$ cat src/sv/lfp_pkg.sv
// Shared types and constants for the lidar frame parser.
package lfp_pkg;

    // Input transaction: command code and received byte
    typedef struct packed {
        logic       cmd;
        logic [7:0] rx_byte;
    } lfp_in_t;

    // Result transaction
    typedef struct packed {
        logic        kind;
        logic [7:0]  upload_byte;
        logic [15:0] distance;
    } lfp_out_t;

    // Command codes
    localparam logic CMD_BYTE = 1'b0;
    localparam logic CMD_TICK = 1'b1;

    // Result kinds
    localparam logic KIND_UPLOAD = 1'b0;
    localparam logic KIND_FAIL   = 1'b1;

    // Frame positions
    localparam logic [3:0] POS_HUNT        = 4'd0;
    localparam logic [3:0] POS_HDR2        = 4'd1;
    localparam logic [3:0] POS_DIST_LO     = 4'd2;
    localparam logic [3:0] POS_DIST_HI     = 4'd3;
    localparam logic [3:0] POS_EXTRA_FIRST = 4'd4;
    localparam logic [3:0] POS_EXTRA_LAST  = 4'd7;
    localparam logic [3:0] POS_CHECK       = 4'd8;

    localparam logic [7:0]  HEADER_BYTE    = 8'h59;
    localparam logic [7:0]  SAT_BYTE       = 8'hFF;
    localparam logic [15:0] INTERVAL_RESET = 16'd200;
    localparam logic [15:0] ELAPSED_MAX    = 16'hFFFF;

endpackage

$ cat src/sv/lfp_parser.sv
// Frame parser: header hunt, checksum, elapsed-time counter and result build.
module lfp_parser import lfp_pkg::*; (
    input  logic        aclk,
    input  logic        aresetn,
    input  logic        proc_en,
    input  lfp_in_t     item,
    input  logic [15:0] interval,
    output logic        res_valid,
    output lfp_out_t    res
);

    logic [3:0]  pos_reg,     pos_next;
    logic [7:0]  sum_reg,     sum_next;
    logic [7:0]  dist_lo_reg, dist_lo_next;
    logic [7:0]  dist_hi_reg, dist_hi_next;
    logic [15:0] elapsed_reg, elapsed_next;

    logic [3:0]  pos_eff;
    logic [15:0] frame_dist;
    logic [7:0]  sum_add;

    assign pos_eff    = (pos_reg > POS_CHECK) ? POS_HUNT : pos_reg;
    assign frame_dist = {dist_hi_reg, dist_lo_reg};
    assign sum_add    = sum_reg + item.rx_byte;

    // Next state and result for the transaction being processed
    always_comb begin
        pos_next         = pos_reg;
        sum_next         = sum_reg;
        dist_lo_next     = dist_lo_reg;
        dist_hi_next     = dist_hi_reg;
        elapsed_next     = elapsed_reg;
        res_valid        = 1'b0;
        res.kind         = KIND_FAIL;
        res.upload_byte  = 8'd0;
        res.distance     = frame_dist;
        if (proc_en) begin
            if (item.cmd == CMD_TICK) begin
                if (elapsed_reg != ELAPSED_MAX) begin
                    elapsed_next = elapsed_reg + 16'd1;
                end
            end else begin
                unique case (pos_eff) inside
                    POS_HUNT: begin
                        pos_next = POS_HUNT;
                        if (item.rx_byte == HEADER_BYTE) begin
                            sum_next = item.rx_byte;
                            pos_next = POS_HDR2;
                        end
                    end
                    POS_HDR2: begin
                        if (item.rx_byte == HEADER_BYTE) begin
                            sum_next = sum_add;
                            pos_next = POS_DIST_LO;
                        end else begin
                            pos_next = POS_HUNT;
                        end
                    end
                    POS_DIST_LO, POS_DIST_HI, [POS_EXTRA_FIRST:POS_EXTRA_LAST]: begin
                        if (pos_eff == POS_DIST_LO) begin
                            dist_lo_next = item.rx_byte;
                        end
                        if (pos_eff == POS_DIST_HI) begin
                            dist_hi_next = item.rx_byte;
                        end
                        sum_next = sum_add;
                        pos_next = pos_eff + 4'd1;
                    end
                    POS_CHECK: begin
                        pos_next = POS_HUNT;
                        if (item.rx_byte != sum_reg) begin
                            res_valid = 1'b1;
                        end else if (elapsed_reg >= interval) begin
                            res_valid       = 1'b1;
                            res.kind        = KIND_UPLOAD;
                            res.upload_byte = (dist_hi_reg != 8'd0) ? SAT_BYTE : dist_lo_reg;
                            elapsed_next    = 16'd0;
                        end
                    end
                    default: begin
                        pos_next = POS_HUNT;
                    end
                endcase
            end
        end
    end

    // State registers
    always_ff @(posedge aclk) begin
        if (!aresetn) begin
            pos_reg     <= POS_HUNT;
            sum_reg     <= 8'd0;
            dist_lo_reg <= 8'd0;
            dist_hi_reg <= 8'd0;
            elapsed_reg <= 16'd0;
        end else begin
            pos_reg     <= pos_next;
            sum_reg     <= sum_next;
            dist_lo_reg <= dist_lo_next;
            dist_hi_reg <= dist_hi_next;
            elapsed_reg <= elapsed_next;
        end
    end

endmodule

$ cat src/sv/lidar_frame_parser_rate_limited.sv
// Top level: input register, frame parser, result register and interval register.
//
//  channel   ports                       direction  payload
//  input     s_valid s_ready s_data      in         lfp_in_t  (cmd, rx_byte)
//  result    m_valid m_ready m_data      out        lfp_out_t (kind, upload_byte, distance)
//  config    cfg_valid cfg_ready cfg_data in        upload_interval_ms, 16 bits
//
// One transaction per cycle while no result waits on m_ready; a result is registered in
// the result register after its transaction has passed the input register and the parser.
// Synchronous active-low reset clears the frame state, the elapsed count and
// both valid flags; the interval register resets to 200.
// A result waiting on m_ready stops the parser; with the input register also
// full, s_ready drops in that same cycle. cfg_ready is always high.
module lidar_frame_parser_rate_limited import lfp_pkg::*; (
    input  logic        aclk,
    input  logic        aresetn,
    input  logic        s_valid,
    output logic        s_ready,
    input  lfp_in_t     s_data,
    output logic        m_valid,
    input  logic        m_ready,
    output lfp_out_t    m_data,
    input  logic        cfg_valid,
    output logic        cfg_ready,
    input  logic [15:0] cfg_data
);

    logic        in_valid_reg;
    lfp_in_t     in_data_reg;
    logic        out_valid_reg, out_valid_next;
    lfp_out_t    out_data_reg;
    logic [15:0] interval_reg;

    logic        advance;
    logic        proc_en;
    logic        res_valid;
    lfp_out_t    res;

    // Pipeline flow control
    assign advance   = !out_valid_reg || m_ready;
    assign proc_en   = in_valid_reg && advance;
    assign s_ready   = !in_valid_reg || advance;
    assign cfg_ready = 1'b1;
    assign m_valid   = out_valid_reg;
    assign m_data    = out_data_reg;

    // Interval register
    always_ff @(posedge aclk) begin
        if (!aresetn) begin
            interval_reg <= INTERVAL_RESET;
        end else if (cfg_valid && cfg_ready) begin
            interval_reg <= cfg_data;
        end
    end

    // Input register
    always_ff @(posedge aclk) begin
        if (!aresetn) begin
            in_valid_reg <= 1'b0;
        end else if (s_ready) begin
            in_valid_reg <= s_valid;
        end
    end

    always_ff @(posedge aclk) begin
        if (s_valid && s_ready) begin
            in_data_reg <= s_data;
        end
    end

    lfp_parser u_parser (
        .aclk      (aclk),
        .aresetn   (aresetn),
        .proc_en   (proc_en),
        .item      (in_data_reg),
        .interval  (interval_reg),
        .res_valid (res_valid),
        .res       (res)
    );

    // Result register
    assign out_valid_next = advance ? res_valid : out_valid_reg;

    always_ff @(posedge aclk) begin
        if (!aresetn) begin
            out_valid_reg <= 1'b0;
        end else begin
            out_valid_reg <= out_valid_next;
        end
    end

    always_ff @(posedge aclk) begin
        if (advance && res_valid) begin
            out_data_reg <= res;
        end
    end

    // Checks
    a_upload_sat: assert property (@(posedge aclk) disable iff (!aresetn)
        (m_valid && m_data.kind == KIND_UPLOAD) |->
        (m_data.upload_byte == ((m_data.distance > 16'd255) ? SAT_BYTE
                                                           : m_data.distance[7:0])))
        else $error("upload byte does not match saturated distance");

    a_fail_zero: assert property (@(posedge aclk) disable iff (!aresetn)
        (m_valid && m_data.kind == KIND_FAIL) |-> (m_data.upload_byte == 8'd0))
        else $error("failure result carries a nonzero upload byte");

    a_in_held: assert property (@(posedge aclk) disable iff (!aresetn)
        (in_valid_reg && !advance) |=> (in_valid_reg && $stable(in_data_reg)))
        else $error("stalled input transaction lost");

    a_res_only_check: assert property (@(posedge aclk) disable iff (!aresetn)
        res_valid |-> (proc_en && in_data_reg.cmd == CMD_BYTE))
        else $error("result raised without a processed byte");

endmodule

$ cat config.mk
export PLATFORM = sky130hd
export DESIGN_NAME = lidar_frame_parser_rate_limited
export DESIGN_NICKNAME = d
export VERILOG_FILES = /design/src/sv/lfp_pkg.sv /design/src/sv/lfp_parser.sv /design/src/sv/lidar_frame_parser_rate_limited.sv
export SDC_FILE = /design/constraint.sdc
export NUM_CORES = 1
export LEC_CHECK = 0
export ABC_CLOCK_PERIOD_IN_PS = 7100
export BUFFER_PORTS_ARGS = -buffer_cell sky130_fd_sc_hd__clkbuf_2
export CAP_MARGIN = 30
export CORE_UTILIZATION = 60
export DETAILED_ROUTE_END_ITERATION = 16
export HOLD_SLACK_MARGIN = 0.06
export PLACE_DENSITY = 0.94
export SYNTH_ARGS = -nofsm -noshare
export SYNTH_HDL_FRONTEND = slang
export SYNTH_SLANG_ARGS = --single-unit
$ cat constraint.sdc
create_clock -name aclk -period 7.1 [get_ports aclk]
set_input_delay 1.065 -clock aclk [delete_from_list [all_inputs] [get_ports aclk]]
set_output_delay 1.065 -clock aclk [all_outputs]
set_load 0.01 [all_outputs]
**After elaboration in Yosys (flattened, before gate mapping)**

Index checks and enable logic that the tools add are counted.

- Flip-flop bits (word level): 96
- Bits in latches: 0
- Bits in writable memories: 0
- ROM bits: 0
- Input bits: 30
- Word-level logic and storage cells: 75
- Memories kept: 0

- Add/subtract/negate cells: 3
- Multipliers: 0
- Divide/modulo/power cells: 0
- Magnitude comparators: 4
- Equality and inequality tests: 11
- Shifts and indexed selects: 0
- Muxes and demuxes: 19
- Bitwise operators: 4
- Reductions and logical operators: 21

Operator list:

| operator | count |
|---|---|
| $mux W16 | 5 |
| $mux W8 | 3 |
| $pmux W8 S3 | 1 |
| $add A16 B1 Y16 const B | 1 |
| $ge A16 B16 Y1 | 1 |
| $ne A16 B16 Y1 const B | 1 |
| $pmux W4 S3 | 1 |
| $reduce_and A5 Y1 | 2 |
| $mux W9 | 1 |
| $add A8 B8 Y8 | 1 |
| $eq A4 B2 Y1 const B | 2 |
| $eq A8 B7 Y1 const B | 1 |
| $ne A8 B8 Y1 | 1 |
| $reduce_and A4 Y1 | 2 |
| $reduce_bool A8 Y1 | 1 |
| $mux W1 | 6 |
| $ne A2 B2 Y1 const B | 3 |
| $reduce_or A5 Y1 | 1 |
| $add A4 B1 Y4 const B | 1 |
| $eq A4 B1 Y1 const B | 1 |
| $eq A4 B4 Y1 const B | 1 |
| $ge A4 B3 Y1 const B | 1 |
| $gt A4 B4 Y1 const B | 1 |
| $le A4 B3 Y1 const B | 1 |
| 13 further kinds | 22 |

**Depth between registers and ports, before layout**

Gate-level depths: netlist of run 1.

- Depth in word-level cells: 7
- Mapped depth: 11
- Depth with buffers taken out: 9

**Modules after synthesis**

A second synthesis of run 1 with hierarchy kept.

- Cell total of the unflattened synthesis: 480
- Area, all modules: 4688.2 um2

Modules (own cells, without submodules):

| module | times used | cells each | area each (um2) | seq. area each (um2) |
|---|---|---|---|---|
| lfp_parser | 1 | 383 | 2954.1 | 880.8 |
| lidar_frame_parser_rate_limited | 1 | 97 | 1734.2 | 1381.3 |

**Worst setup path before layout of run 1**

OpenSTA, ideal clock, no wires.

- Path kind: reg2reg
- Start point: register u_parser.elapsed_reg[7]
- End point: register out_data_reg (netlist bit m_data[0]), enable pin
- Library setup time: 0.417 ns
- Data arrival time: 2.671 ns
- Required time: 6.683 ns
- Setup slack: 4.012 ns
- Stages on the path, launching flop included: 8
- Cell sequence: dfxtp_1 > ha_1 > nand2_1 > nor3_1 > a21oi_1 > o21a_1 > clkbuf_1 > a21oi_1

- Longest elaborated chain between the ends: 7

Ends and longest elaborated chain:

| item | RTL line | source |
|---|---|---|
| from (decl) | lfp_parser.sv:16 | `logic [15:0] elapsed_reg, elapsed_next;` |
| from (signal assigned) | lfp_parser.sv:101 | `elapsed_reg <= elapsed_next;` |
| $ge A16 B16 Y1 | lfp_parser.sv:73 | `end else if (elapsed_reg >= interval) begin` |
| $mux W1 | lfp_parser.sv:73 |  |
| $mux W1 | lfp_parser.sv:71 | `if (item.rx_byte != sum_reg) begin` |
| $mux W1 | lfp_parser.sv:43 | `unique case (pos_eff) inside` |
| $mux W1 | lfp_parser.sv:38 | `if (item.cmd == CMD_TICK) begin` |
| $mux W1 | lfp_parser.sv:37 | `if (proc_en) begin` |
| $logic_and A1 B1 Y1 | lidar_frame_parser_rate_limited.sv:93 | `if (advance && res_valid) begin` |
| to (signal assigned) | lidar_frame_parser_rate_limited.sv:94 | `out_data_reg <= res;` |
| to (decl) | lidar_frame_parser_rate_limited.sv:31 | `lfp_out_t out_data_reg;` |

Every way passes these cells.
A chain may end at the register's enable or synchronous reset.

==> qor.yml, run 1 <==
drt_iter0_drc: 395
synth-seq-cells: 96
finalCritPeriodShare_pct: 40.0
clock_sinks: 96
grt_pass1_vias: 3645
timing.final.setup_violations: 0
diodes: 0
yosys.area.top_type: "dfxtp_1"
synth_area_mm2: 0.00482
worst_hold_slack_ns: 0.480
synth_commonest_cells: "62 x dfxtp_1, 56 x nor2_1, 37 x nand2_1"
syn2layout_area_growth_pct: 10.4
path_cells: "clkbuf_2 > inv_1 > buf_4 > nor4_1 > nor2_1 > a2111oi_2"
synth_top_area_share_pct: 25.8
dpl-instance-area_mm2: 0.00512
grt-ovfl-total: 0
grt_max_degree: 31
routed_wl_um: 10600
synth_flop_cell: "dfxtp_1"
power_mw: 1.00
synth_xor_area_share_pct: 0.727
critPathMaxFanout: 30
relSlewSlack_pct: 42.3
synth_area_leaders: "dfxtp_1 26%, edfxtp_1 21%, ha_1 7.3%, mux2i_1 5.8%, nor2_1 4.4%"
syn-num-nets: 550
hold_viol: 0
grt_pass1_wl_um: 17400
hold_buffers: 0
synth_cells: 491
yosysMostFrequentCell: "dfxtp_1"
cp.arrival_ns: 3.11
track_usage_pct: 26.3
placed_cells: 628
ir_worst_vdd_mv: 0.116
synth.distinct_cells: 62
cts_buffers: 9
synth-seq-area-share_pct: 47.0
crit_path_start_kind: "input port"
tns_ns: 0
powerDensity_mw_per_mm2: 189
slew_violations: 0
maxClockFrequency_mhz: 352
rsz0062_at_grt: "false"
hp-class: "reg -> reg"
synth_top_family_by_area: "simple AND/OR/NAND/NOR gates"
antenna_found_initial: 0
avgViaCountPerCell: 6.20
drcViolationCount: 0
synthSimpleGateAreaFrac_pct: 19.1
num_rows: 32
tightest_slew_ns: 0.866
cts_tree: "done"
instances_no_fill: 644
place_hpwl_um: 7290
dieHeight_um: 91.6
async_reset_ff_share_pct: 0
vias: 3991
root_buffer: "clkbuf_8"
worstSetupEndpointType: "flop"
start_util_pct: 62.3
gp_congestion: 0.865
max-cap-violations: 0
cts_setup_buffers: 0
ys_warn_count: 0
die_w_um: 91.6
largest_reg_flops: 25
drive_above_1_share_pct: 16.4
insertion_delay_ns: 0.38
portBuffers: 56
status: "finished clean"
finalClockSkew_ns: 0.0156
slowest_stage: "inv_1"
fin_crit_ns: 2.84
nets: 596
synth-compound-area-share_pct: 15.0
fin_area_mm2: 0.00532
synth_adder_area_share_pct: 7.69
coreArea_mm2: 0.00773
p_leak_nw: 2.14
antenna_left: 0
pin_count: 58
cp.required_ns: 7.37
clk_pin_slew_ns: 0.11
firstDrtPassIters: 5
n_fill_cell: 550
dieArea_mm2: 0.00839
max_stage_delay_ns: 0.48
cts.repair.resized: 0
synth_area_per_cell_um2: 9.81
critPathKind: "in -> reg"
cts_buffer_depth: 2
wire_per_inst_um: 16.5
h-tree-depth: 3
synth_edf_count: 34
muxShareOfSynthArea_pct: 5.82
[cell type report]
type	count	area [um2]	area share (%)
Clock buffer	9	124	2.33
Clock inverter	7	71.3	1.34
Inverter	28	105	1.98
Multi-Input combinational cell	344	2330	43.9
Sequential cell	96	2260	42.5
Tap cell	102	128	2.40
Timing Repair Buffer	58	295	5.55
[stage by stage]
step | worst slack (ns) | utilization [%]
2_1_floorplan | 4.01 | -
3_3_place_gp | 4.01 | 66.3
3_5_place_dp | 3.94 | 66.3
4_1_cts | 4.30 | 68.8
5_1_grt | 4.09 | 68.8
6_report | 4.26 | 68.8
[worst max-delay path: cells and delay by family]
kind,cells,cell delay (ns)
buf+inv,3,1.30
simple gates,2,0.42
compound gates,1,0.32
[power by group]
part,switching (mW),internal [mW]
Sequential,0.0125,0.577
Clock,0.218,0.137
Combinational,0.0357,0.0244
Total,0.266,0.738
[layout by cell type (no fill, tap or decap), types with 5 or more instances in the layout]
master / n
o21a_1: 14
clkbuf_2: 56
nand2b_1: 7
o22ai_1: 5
mux2i_1: 28
nor3_1: 15
nor2b_1: 6
o21ai_0: 19
ha_1: 28
edfxtp_1: 34
nor2_1: 56
inv_1: 28
a31oi_1: 5
nand2_1: 37
a21oi_1: 24
nor4_1: 8
nand3_1: 19
dfxtp_1: 62
clkbuf_8: 9
[worst paths after layout]
path         slack [ns]                  endpoint                     from  depth (start not counted)
min reg2reg        0.48                m_data[10]  u_parser.dist_hi_reg[2]                          0
max                4.26  u_parser.elapsed_reg[14]                  aresetn                          6
max reg2reg        4.35  u_parser.elapsed_reg[12]  u_parser.elapsed_reg[2]                          7
min                0.48                m_data[10]  u_parser.dist_hi_reg[2]                          0
[kinds of logic (layout without fill, tap and decap cells)]
| family | count (synthesis) | in the layout |
|---|---|---|
| AOI/OAI and AO/OA | 103 | 103 |
| other | 1 | 1 |
| muxes | 28 | 28 |
| xor gates and xnor gates | 4 | 4 |
| adders and majority gates | 29 | 29 |
| buffers and inverters | 51 | 102 |
| DFF | 96 | 96 |
| and+or+nand+nor | 179 | 179 |
[routing by layer]
metal,track usage [%],up-vias,wire (um)
met5,0,-,0
met4,11.2,0,259
met3,4.69,26,722
met2,42.0,204,5060
met1,35.1,1885,4560
li1,-,1876,-
No activity file was read; power rests on OpenSTA's default activity.
==> inputs of run 2 (changes only) <==
--- a/config.mk
+++ b/config.mk
@@ -5,13 +5,13 @@
 export SDC_FILE = /design/constraint.sdc
 export NUM_CORES = 1
 export LEC_CHECK = 0
-export ABC_CLOCK_PERIOD_IN_PS = 7100
+export ABC_CLOCK_PERIOD_IN_PS = 2900
 export BUFFER_PORTS_ARGS = -buffer_cell sky130_fd_sc_hd__clkbuf_2
 export CAP_MARGIN = 30
-export CORE_UTILIZATION = 60
+export CORE_UTILIZATION = 58
 export DETAILED_ROUTE_END_ITERATION = 16
 export HOLD_SLACK_MARGIN = 0.06
-export PLACE_DENSITY = 0.94
+export PLACE_DENSITY = 0.92
 export SYNTH_ARGS = -nofsm -noshare
 export SYNTH_HDL_FRONTEND = slang
 export SYNTH_SLANG_ARGS = --single-unit
==> constraint.sdc (replaced) <==
create_clock -name aclk -period 2.9 [get_ports aclk]
set_input_delay 0.435 -clock aclk [delete_from_list [all_inputs] [get_ports aclk]]
set_output_delay 0.435 -clock aclk [all_outputs]
set_load 0.01 [all_outputs]
==> run 2 against run 1 <==
Against the previous run: clock power up 140%; global-route usage up 0.98 points; sequential power up 140%; non-clock buffer count up 6; first-iteration DRC count down 13%; final area up 0.66%; critical path depth up 2; clock skew down 0.0056 ns; register-to-register slack worse by 4.0 ns; count of clock-buffer cells in the layout unchanged; critical endpoint unchanged; largest cell class unchanged.
==> qor.yml, run 2 (synthesized netlist as in run 1, its figures left out) <==
dieArea_mm2: 0.00867  # +3.4%
cp.required_ns: 3.17  # -4.20 ns
tns_ns: 0  # unchanged
ir_worst_vdd_mv: 0.309  # +170%
regToRegStartpoint: "u_parser.elapsed_reg[2]"
rr_worst_depth: 8  # +1
nets: 602  # +1.0%
powerDensity_mw_per_mm2: 455  # +140%
root_buffer: "clkbuf_8"
drive_above_1_share_pct: 17.2  # +0.73 points
wire_per_inst_um: 17.3  # +4.9%
p_int_mw: 1.81  # +140%
cts_setup_buffers: 0  # unchanged
highest_layer: "met4"
hold_buffers: 0  # unchanged
portBuffers: 56  # unchanged
firstDrtPassIters: 5  # unchanged
slew_violations: 0  # unchanged
crit_path_start_kind: "flop"
final_cell_mix: "62 x dfxtp_1, 56 x nor2_1, 56 x clkbuf_2"
cts_buffer_depth: 2  # unchanged
cts.repair.resized: 0  # unchanged
p_leak_nw: 2.18  # +1.5%
pin_count: 58  # unchanged
n_fill_cell: 586  # +6.5%
status: "finished clean"
hp-class: "in -> reg"
whs_path_depth: 1  # +1
routed_wl_um: 11200  # +5.9%
num_rows: 32  # unchanged
wl_met1_um: 4670  # +2.5%
critPathMaxFanout: 8  # -73%
cp-startpoint: "u_parser.elapsed_reg[2]"
cts_tree: "done"
insertion_delay_ns: 0.38  # about the same
syn2layout_area_growth_pct: 11.1
antenna_found_initial: 0  # unchanged
combPwrFrac_pct: 6.6  # +0.6 points
power_frac_seq_pct: 59.0  # +0.3 points
worstSetupEndpointType: "flop"
critPathKind: "reg -> reg"
h-tree-depth: 3  # unchanged
min-delay-start: "s_data[8]"
max-cap-violations: 0  # unchanged
gp_congestion: 0.897  # +3.6%
coreArea_mm2: 0.00789  # +2.1%
power_switching_mw: 0.631  # +140%
avgViaCountPerCell: 6.16  # -0.67%
finalClockSkew_ns: 0.0100  # -0.00560 ns
cp.arrival_ns: 2.78  # -0.33 ns
die_w_um: 93.1  # +1.7%
dr_wl_met2_um: 5590  # +10%
diodes: 0  # unchanged
largest_reg_flops: 25  # unchanged
place_hpwl_um: 8070  # +11%
drt_iter0_drc: 342  # -13%
grt_max_degree: 28  # -9.7%
vias: 4001  # +0.25%
tightest_slew_ns: 0.606  # -0.260 ns
clock_sinks: 96  # unchanged
track_usage_pct: 27.3  # +0.98 points
dp_slack_ns: 0.484  # -3.46 ns
antenna_left: 0  # unchanged
rsz0062_at_grt: "false"
fin_crit_ns: 2.51
swShare_pct: 25.9  # -0.61 points
pwr-share-clk_pct: 34.5  # -0.8 points
routed-wl-met3_um: 711  # -1.5%
relSlewSlack_pct: 59.5  # +17 points
min_to: "in_data_reg[8]"
dieHeight_um: 93.1  # +1.7%
setup_ws_ns: 0.390  # -3.87 ns
grt_pass1_vias: 3878  # +6.4%
rrSetupSlack_ns: 0.39  # -3.96 ns
r2r_end: "u_parser.elapsed_reg[14]"
finalCritPeriodShare_pct: 86.5
start_util_pct: 61.1  # -1.3 points
clk_pin_slew_ns: 0.10  # about the same
cts_buffers: 9  # unchanged
maxClockFrequency_mhz: 398
hold_viol: 0  # unchanged
final_common_cell: "dfxtp_1"
timing.final.setup_violations: 0  # unchanged
grt-ovfl-total: 0  # unchanged
grt_pass1_wl_um: 18200  # +4.3%
drcViolationCount: 0  # unchanged
run 2: cell count changes in the layout (fill, tap and decap cells not counted), sizes merged:
cell / change
buf: +6
clkinvlp: -2
clkinv: +1
inv: +1
run 2: how the worst max path moves through the flow:
stage | endpoint | slack (ns)
floorplan | m_data[0] | 0.31
global placement | m_data[24] | 0.62
detailed placement | m_data[17] | 0.48
CTS | m_data[17] | 0.44
global route | m_data[17] | 0.19
finish | u_parser.elapsed_reg[14] | 0.39
run 2: routing by layer:
metal | GRT usage [%] | vias up
met3 | 4.80 | 25
met1 | 33.1 | 1905
met5 | 0 | -
met2 | 47.9 | 189
li1 | - | 1882
met4 | 10.9 | 0
run 2: layout make-up:
cell class / instances / area [um2] / area share, %
Sequential cell: 96 / 2260 / 42.3
Tap cell: 102 / 128 / 2.38
Clock buffer: 9 / 124 / 2.31
Multi-Input combinational cell: 344 / 2330 / 43.6
Inverter: 28 / 105 / 1.96
Timing Repair Buffer: 64 / 340 / 6.36
Clock inverter: 7 / 61.3 / 1.15
run 2: worst max-delay path, stage by stage (launching register included):
cell and delay (ns):
dfxtp_1 0.48, ha_1 0.31, a211oi_1 0.27, o21ai_0 0.14
a21oi_1 0.28, o21a_1 0.31, buf_4 0.21, nor3b_1 0.07
a2111oi_2 0.33
run 2: metrics by stage:
stage | utilization (%) | hold WS, ns | instance area, um2 | std cells | power, mW
global route | 67.9 | 0.218 | 5350 | 650 | 2.51
global placement | 65.5 | 0.445 | 5170 | 634 | 1.61
CTS | 67.9 | 0.221 | 5350 | 650 | 2.44
floorplan | - | 0.430 | 4820 | 491 | 1.57
detailed placement | 65.5 | 0.455 | 5170 | 634 | 1.62
finish | 67.9 | 0.234 | 5350 | 650 | 2.44
run 2: power by group through the flow:
| stage | combinational, mW | clock (mW) | sequential [mW] |
|---|---|---|---|
| 3_3_place_gp | 0.146 | 0 | 1.47 |
| 3_5_place_dp | 0.157 | 0 | 1.47 |
| 6_report | 0.160 | 0.839 | 1.44 |
| 5_1_grt | 0.176 | 0.897 | 1.44 |
| 2_1_floorplan | 0.112 | 0 | 1.46 |
| 4_1_cts | 0.159 | 0.845 | 1.44 |
==> inputs of run 3 (changes only) <==
--- a/config.mk
+++ b/config.mk
@@ -5,12 +5,15 @@
 export SDC_FILE = /design/constraint.sdc
 export NUM_CORES = 1
 export LEC_CHECK = 0
+export ABC_AREA = 1
 export ABC_CLOCK_PERIOD_IN_PS = 2900
 export BUFFER_PORTS_ARGS = -buffer_cell sky130_fd_sc_hd__clkbuf_2
 export CAP_MARGIN = 30
 export CORE_UTILIZATION = 58
 export DETAILED_ROUTE_END_ITERATION = 16
+export GPL_TIMING_DRIVEN = 0
 export HOLD_SLACK_MARGIN = 0.06
+export MAX_ROUTING_LAYER = met4
 export PLACE_DENSITY = 0.92
 export SYNTH_ARGS = -nofsm -noshare
 export SYNTH_HDL_FRONTEND = slang
==> run 3 against run 2 <==
Against the previous run: clock skew fell by 0.0020 ns; final cell count up 18%; hold slack barely moved; power rose by 5.0%; critical path depth decreased by 3; critical endpoint is now m_data[23]; largest cell class is now flip-flops and latches; highest routed layer unchanged.
==> qor.yml, run 3 <==
status: "finished clean"
synth.distinct_cells: 37  # -40%
synth-seq-area-share_pct: 46.7  # -0.28 points
dieArea_mm2: 0.00872  # +0.58%
cts_tree: "done"
async_reset_ff_share_pct: 0  # unchanged
start_util_pct: 61.4  # +0.36 points
num_rows: 32  # unchanged
root_buffer: "clkbuf_8"
synth_commonest_cells: "94 x nand2_1, 86 x a21oi_1, 82 x inv_1"
slew_violations: 0  # unchanged
rsz0062_at_grt: "false"
cts_buffers: 9  # unchanged
power_frac_seq_pct: 57.2  # -1.8 points
cp.arrival_ns: 2.70  # -0.08 ns
wire_per_inst_um: 14.4  # -16%
p_int_mw: 1.86  # +2.8%
tightest_slew_ns: 0.944  # +0.338 ns
hp-class: "in -> reg"
dp_slack_ns: 0.293  # -0.192 ns
path_cells: "ha_1 > nor4_1 > nand3_1 > o21ai_0 > inv_1"
grt_pass1_vias: 3969  # +2.3%
gp_congestion: 0.952  # +6.1%
drcViolationCount: 0  # unchanged
n_fill_cell: 577  # -1.5%
place_hpwl_um: 8130  # +0.76%
track_usage_pct: 27.7  # +0.45 points
drive_above_1_share_pct: 14.4  # -2.8 points
synth_edf_count: 34  # unchanged
avgViaCountPerCell: 5.63  # -8.5%
synth_area_per_cell_um2: 8.13  # -17%
syn2layout_area_growth_pct: 12.1
h-tree-depth: 3  # unchanged
setup_ws_ns: 0.167  # -0.223 ns
syn-num-nets: 655  # +19%
insertion_delay_ns: 0.37  # about the same
largest_reg_flops: 25  # unchanged
pwr-share-clk_pct: 32.2  # -2.3 points
clock_sinks: 96  # unchanged
grt-ovfl-total: 0  # unchanged
max_stage_delay_ns: 0.51  # +0.03 ns
coreArea_mm2: 0.00789  # unchanged
portBuffers: 55  # -1.8%
multiInputGateArea_mm2: 0.00213  # -8.7%
timing.final.setup_violations: 0  # unchanged
cp.required_ns: 2.86  # -0.31 ns
yosysMostFrequentCell: "nand2_1"
grt_pass1_wl_um: 18300  # +0.87%
powerDensity_mw_per_mm2: 471  # +3.5%
p_leak_nw: 2.46  # +13%
finalClockSkew_ns: 0.00799  # -0.00205 ns
drt_iter0_drc: 353  # +3.2%
crit_path_start_kind: "flop"
firstDrtPassIters: 5  # unchanged
synth_area_leaders: "dfxtp_1 26%, edfxtp_1 21%, a21oi_1 8.9%, nand2_1 7.3%, ha_1 7.2%"
synth_flop_cell: "dfxtp_1"
highest_layer: "met4"
cts.repair.resized: 0  # unchanged
cts_setup_buffers: 0  # unchanged
hold_buffers: 0  # unchanged
synth-seq-cells: 96  # unchanged
worstSetupEndpointType: "flop"
synth_cells: 596  # +21%
die_w_um: 93.4  # +0.29%
cts_buffer_depth: 2  # unchanged
ys_warn_count: 0  # unchanged
diodes: 0  # unchanged
tns_ns: 0  # unchanged
swShare_pct: 27.4  # +1.5 points
wl_met1_um: 4750  # +1.8%
power_mw: 2.56  # +5.0%
final_cell_mix: "94 x nand2_1, 86 x a21oi_1, 82 x inv_1"
fin_crit_ns: 2.73  # +0.223 ns
dieHeight_um: 93.4  # +0.29%
register_area_mm2: 0.00226  # unchanged
antenna_found_initial: 0  # unchanged
dr_wl_met2_um: 5260  # -5.9%
max-cap-violations: 0  # unchanged
final_common_cell: "nand2_1"
hold_viol: 0  # unchanged
critPathMaxFanout: 25  # +17
clk_pin_slew_ns: 0.10  # about the same
finalCritPeriodShare_pct: 94.2  # +7.7 points
maxClockFrequency_mhz: 366  # -8.2%
critPathKind: "reg -> reg"
yosys.area.top_type: "dfxtp_1"
routed-wl-met3_um: 847  # +19%
vias: 4333  # +8.3%
nets: 721  # +20%
grt_max_degree: 26  # -7.1%
ir_worst_vdd_mv: 0.225  # -27%
synth_area_mm2: 0.00485  # +0.60%
routed_wl_um: 11100  # -1.0%
power_switching_mw: 0.701  # +11%
combPwrFrac_pct: 10.6  # +4.0 points
slowest_stage: "inv_1"
relSlewSlack_pct: 36.6  # -23 points
pin_count: 58  # unchanged
synth_top_area_share_pct: 25.6  # -0.15 points
antenna_left: 0  # unchanged
## run 3: cell count changes in the layout (fill, tap and decap cells not counted), moves of 6 or more
cell	change
buf_6	+6
o21ai_0	+35
nor2b_1	-6
o21a_1	-13
nand3_1	+16
nand2b_1	-7
a21oi_1	+62
nor4_1	-6
nand2_1	+57
mux2i_1	-28
inv_1	+54
clkbuf_1	+9
## run 3: layout make-up
type,count,area share [%]
Sequential cell,96,41.7
Multi-Input combinational cell,395,39.2
Inverter,85,5.88
Timing Repair Buffer,55,5.07
Buffer,20,2.49
Clock buffer,10,2.35
Tap cell,102,2.35
Clock inverter,6,0.991
## run 3: kinds of logic (layout without fill, tap and decap cells)
kind of cell / Yosys count / in the layout / share of synthesized area, %
AO/OA/AOI/OAI: 146 / 146 / 15.5
XOR/XNOR: 5 / 5 / 0.904
adder cells (fa/ha/maj): 29 / 29 / 7.64
buffers and inverters: 105 / 176 / 9.37
flip-flops: 96 / 96 / 46.7
other: 1 / 1 / 0.0774
AND/OR/NAND/NOR: 214 / 214 / 19.8
## run 3: routing by layer
layer	up-vias	GRT usage (%)
met4	0	10.4
met3	26	3.90
met2	212	44.9
li1	2112	-
met5	-	-
met1	1983	35.5
## run 3: metrics by stage
| step | hold slack (ns) | std cells | util (%) | area, um2 |
|---|---|---|---|---|
| 2_1_floorplan | 0.425 | 596 | - | 4850 |
| 3_3_place_gp | 0.441 | 753 | 66.5 | 5250 |
| 6_report | 0.234 | 769 | 68.8 | 5430 |
| 4_1_cts | 0.232 | 769 | 68.8 | 5430 |
| 5_1_grt | 0.233 | 769 | 68.8 | 5430 |
| 3_5_place_dp | 0.446 | 753 | 66.5 | 5250 |
## run 3: path summary, 6_finish.rpt
kind	slack, ns	end	from	cells past startpoint
max	0.17	m_data[23]	in_data_reg[3]	5
min	0.23	in_data_reg[3]	s_data[3]	1
max reg2reg	0.17	m_data[23]	in_data_reg[3]	5
min reg2reg	0.47	m_data[2]	u_parser.dist_lo_reg[2]	0
## run 3: critical path, delay by kind of cell, from the launching register on
kind	cells	cell delay, ns
AND/OR/NAND/NOR	2	0.58
buffers and inverters	1	0.51
flip-flops	1	0.45
adder cells (fa/ha/maj)	1	0.41
AO/OA/AOI/OAI	1	0.36
## run 3: power groups by stage
stage | clock network [mW] | registers, mW | logic [mW]
after floorplan | 0 | 1.48 | 0.188
after global placement | 0 | 1.49 | 0.250
after detailed placement | 0 | 1.49 | 0.266
after CTS | 0.826 | 1.46 | 0.269
after global routing | 0.880 | 1.47 | 0.313
final | 0.823 | 1.46 | 0.272
